## config.mk

```make
export PLATFORM = sky130hd
export DESIGN_NAME = dg_motion
export DESIGN_NICKNAME = d
export VERILOG_FILES = /design/src/rtl/core/dg_pkg.sv /design/src/rtl/core/dg_motion.sv
export SDC_FILE = /design/constraint.sdc
export NUM_CORES = 2
export LEC_CHECK = 0
export ABC_AREA = 1
export BUFFER_PORTS_ARGS = -buffer_cell sky130_fd_sc_hd__buf_2
export CORE_ASPECT_RATIO = 0.8
export CORE_MARGIN = 1
export CORE_UTILIZATION = 35
export DETAILED_ROUTE_END_ITERATION = 10
export SETUP_SLACK_MARGIN = 0.02
export SLEW_MARGIN = 5
export SYNTH_ARGS = -nofsm -noshare
export SYNTH_HDL_FRONTEND = slang
export SYNTH_SLANG_ARGS = --single-unit
```

## constraint.sdc

```tcl
create_clock -name vclk -period 22.5
set_clock_uncertainty 0.05 [all_clocks]
set_input_delay 2.25 -clock vclk [all_inputs]
set_output_delay 2.25 -clock vclk [all_outputs]
set_load 0.01 [all_outputs]
```

## src/rtl/core/dg_pkg.sv

```systemverilog
// shared widths, codes and table entry types for the displacement gate
package dg_pkg;

    localparam int ID_W       = 10;
    localparam int ID_EXT_W   = 17;
    localparam int SPACE_W    = 8;
    localparam int STAMP_W    = 62;
    localparam int POS_W      = 20;
    localparam int DIFF_W     = 21;
    localparam int PROD_W     = 42;
    localparam int SQ_W       = 40;
    localparam int MOVED_W    = 42;
    localparam int CFG_IDX_W  = 1;
    localparam int CFG_DATA_W = 62;

    // opcodes
    localparam logic OP_UPDATE = 1'b0;
    localparam logic OP_QUERY  = 1'b1;

    // configuration register indexes
    localparam logic [CFG_IDX_W-1:0] CFG_THRESHOLD = 1'b0;
    localparam logic [CFG_IDX_W-1:0] CFG_MIN_GAP   = 1'b1;

    // one table entry; moved distance kept as its two squared components
    typedef struct packed {
        logic                      valid;
        logic [SPACE_W-1:0]        space;
        logic [STAMP_W-1:0]        stamp;
        logic signed [POS_W-1:0]   x;
        logic signed [POS_W-1:0]   y;
        logic [SQ_W-1:0]           sq_x;
        logic [SQ_W-1:0]           sq_y;
    } t_entry;

    // fields of an update transaction
    typedef struct packed {
        logic [SPACE_W-1:0]        space;
        logic [STAMP_W-1:0]        stamp;
        logic signed [POS_W-1:0]   x;
        logic signed [POS_W-1:0]   y;
    } t_upd;

endpackage

```

## src/rtl/core/dg_motion.sv

```systemverilog
// new table entry for an update: gating and squared displacement components
module dg_motion (
    input  dg_pkg::t_entry                 i_prev,
    input  dg_pkg::t_upd                   i_upd,
    input  logic [dg_pkg::STAMP_W-1:0]     i_min_gap,
    output dg_pkg::t_entry                 o_next
);

    logic signed [dg_pkg::DIFF_W-1:0]  dx;
    logic signed [dg_pkg::DIFF_W-1:0]  dy;
    logic signed [dg_pkg::PROD_W-1:0]  px;
    logic signed [dg_pkg::PROD_W-1:0]  py;
    logic [dg_pkg::STAMP_W-1:0]        gap;
    logic                              moved;

    // coordinate differences and their squares
    always_comb begin
        dx = {i_upd.x[dg_pkg::POS_W-1], i_upd.x} - {i_prev.x[dg_pkg::POS_W-1], i_prev.x};
        dy = {i_upd.y[dg_pkg::POS_W-1], i_upd.y} - {i_prev.y[dg_pkg::POS_W-1], i_prev.y};
        px = dx * dx;
        py = dy * dy;
    end

    // displacement counts only for a known entry in the same space after a long enough gap
    always_comb begin
        gap   = i_upd.stamp - i_prev.stamp;
        moved = i_prev.valid && (i_prev.space == i_upd.space) &&
                (i_upd.stamp > i_prev.stamp) && (gap > i_min_gap);
    end

    // entry written back
    always_comb begin
        o_next.valid = 1'b1;
        o_next.space = i_upd.space;
        o_next.stamp = i_upd.stamp;
        o_next.x     = i_upd.x;
        o_next.y     = i_upd.y;
        o_next.sq_x  = moved ? px[dg_pkg::SQ_W-1:0] : '0;
        o_next.sq_y  = moved ? py[dg_pkg::SQ_W-1:0] : '0;
    end

endmodule

```

After elaboration in Yosys (flattened, before gate mapping)
Cells that the tools add are included.
- add/subtract/negate cells: 3
- equality and inequality tests: 1
- multiplexer cells: 2
- multipliers: 2
- magnitude comparators: 2
- reduce and logical (&&, ||, !) cells: 3
- operators by type and width (operator ; number):
    $gt 62x62->1 ; 2
    $mul 21x21->40 ; 2
    $mux 40 ; 2
    $sub 62x62->62 ; 1
    $sub 20x20->21 ; 2
    $eq 8x8->1 ; 1
    $logic_and 1x1->1 ; 3
- output and inout port bits: 191
- register bits: 0
- input port bits: 363
- word-level logic and storage cells: 13

Longest topological paths before layout
- depth after elaboration: 5
- depth in mapped cells: 43
- mapped depth without buffers: 42

Least setup slack after synthesis
OpenSTA, ideal clock, no wires.
- path type: input to output
- start: in i_upd[20] (netlist name)
- end: out o_next[79] (netlist name)
- required time: 20.200 ns
- buffers on the path: 1
- stages: 32
- data arrival time: 9.477 ns
- path slack: 10.723 ns
- path through: inv_1 ha_1 inv_1 fa_1 nand3_1 nand3_1 xor2_1 inv_1 clkbuf_1 nor2_1 fa_1 fa_1 inv_1 fa_1 inv_1 fa_1 fa_1 fa_1 inv_1 fa_1 inv_1 ha_1 nand2_1 nor2_1 inv_1 nor2_1 inv_1 nor3_1 nand4_1 nand3_1 a21oi_1 nor2_1
- RTL lines (what ; line ; source):
    start, declared ; dg_motion.sv:4 ; input dg_pkg::t_upd i_upd,
    end, declared ; dg_motion.sv:6 ; output dg_pkg::t_entry o_next

==> results.ini <==
[status]
outcome = completed

[drt]
dr.pass1.iters = 6
detail-route-antenna-nets = 0
wl_um = 127100
wire_per_inst_um = 17.65
wl_met3_um = 9114
top_layer = met4
drc = 0
met2WireLength_um = 56260
num_vias = 34880
wirelength_met1_um = 59840
first_iter_violations = 2645
via_per_inst = 4.842

[critical_path]
start_kind = input port
end_kind = output pin
slowest_delay_ns = 0.84
crit_path_top_delay_cell = fa_1
required_ns = 20.20
critical_path_arrival_ns = 11.52
worstPathMaxFanout = 27
critPathKind = in -> out

[cells_and_area]
area_growth_pct = 8.151
clkbuf_count = 0
fin_cells = 7204
ff_latch_area_um2 = 0
num-fill-cells = 12030
nFlopsAndLatches = 0
drive_gt1_frac = 0.1128
nets = 7253

[global_routing]
grt_start_max_net_pins = 52
overflow = 0
grt_pass1_wl_um = 200700
antenna_found_initial = 6
first_global_vias = 35710
track_usage = 0.2240

[place]
routabilityCongestion = 0.9921
dpl.hpwl_um = 113000
port_buffers = 471
dp.cells = 7203

[timing]
fmax_ghz = 0.07234
finalSetupTns_ns = 0
relSlewSlack = 0.3203
final.min_clock_period_ns = 13.82
report.final.slew_viol_count = 0
rsz0062_at_grt = no
period_share = 0.6144
setup_viol = 0
finalHoldViolations = 0
worstMarginPinSlew_ns = 1.017

[clock_network]
cts_hold_buf = 0
cts_setup_buffers = 0
post_cts_resized = 0

[floorplanning]
io_pins = 554
coreArea_mm2 = 0.1127
die_w_um = 379.2
die_area_mm2 = 0.1152
die_h_um = 303.7
start_util = 0.3534
placementRows = 110

[synth]
synthCells = 5371
ys_types = 52
yosys-top-cells-count = 1,477 x inv_1, 835 x nand2_1, 805 x fa_1
netlist.area_leader.share = 0.4046
synthTopCellsByArea = fa_1 40%, inv_1 14%, ha_1 12%
synth_top_cell_by_area = fa_1
synthMostInstantiatedCell = inv_1
synth_area_mm2 = 0.03983
yosys_warnings = 0
yosysSeqAreaShare = 0
syn_avg_cell_area_um2 = 7.416

[worst_hold_path]
worstHoldPathType = in -> out
hold_path_depth = 2
timing.hold.worst_endpoint = o_next[120]
hp-start = i_upd[40]

[run]
drv_cap = 0

[layout by cell type (no fill, tap or decap), types with 7 or more instances in the layout]
cell type     n
nor2_4       11
o21ai_0     150
nor2_1      633
nand2_1     835
ha_1        392
nand3_1     146
inv_2        32
nand4_1      37
a21boi_0      8
a21oi_1     228
fa_1        805
inv_1      1477
buf_4        27
o21bai_1     23
a31oi_1      33
nand3b_1     14
nor3_1       40
xnor2_1      43
o21ai_1       7
or2_1         8
xor2_1       98
nand2_2      17
nor4_1        7
nor2_2       54
o21a_1       15
buf_2       471
a21o_1       26
[cell families after synthesis]
group / share of synthesized area
simple gates: 0.1911
buf+inv: 0.1729
fa+ha+maj: 0.5277
compound gates: 0.07115
xor+xnor: 0.03691
other cells: 0.0001885
[critical path: cells and delay by family]
kind | cells | cell delay (ns)
buffers and inverters | 9 | 1.30
AOI/OAI and AO/OA | 4 | 0.81
and+or+nand+nor | 11 | 2.05
adders and majority gates | 10 | 5.09
[metal layers]
layer  GRT usage  up-vias
met5           0        -
met4     0.02654        0
met3     0.02117       91
met2      0.3604     1217
met1      0.3328    17160
li1            -    16420
[how the worst max path moves through the flow]
stage,startpoint,to,slack (ns),cells after the start
floorplan,i_upd[20],o_next[79],10.72,32
global placement,i_upd[0],o_next[39],8.78,34
detailed placement,i_upd[20],o_next[79],8.77,34
CTS,i_upd[20],o_next[79],8.74,34
global route,i_upd[20],o_next[78],8.19,33
finish,i_upd[20],o_next[79],8.68,34
[area by class of cell]
class                      count  area [um^2]  area share
multi-input combinational   3683        32960      0.7650
inverter                    1510         5668      0.1316
timing repair buffer         498         2560     0.05943
tap                         1512         1892     0.04392
antenna                        1        2.502  0.00005809
[metrics by stage]
step | hold WS (ns) | utilization | instance area, um^2 | setup slack (ns)
6_report | 4.648 | 0.3822 | 43080 | 8.676
5_1_grt | 4.656 | 0.3822 | 43080 | 8.195
3_3_place_gp | 4.647 | 0.3822 | 43080 | 8.776
3_5_place_dp | 4.649 | 0.3822 | 43080 | 8.768
4_1_cts | 4.649 | 0.3822 | 43080 | 8.738
2_1_floorplan | 4.542 | - | 39840 | 10.72
Power is not shown: default switching activity piles up to over one toggle a cycle in this logic, so the estimate is an artifact.
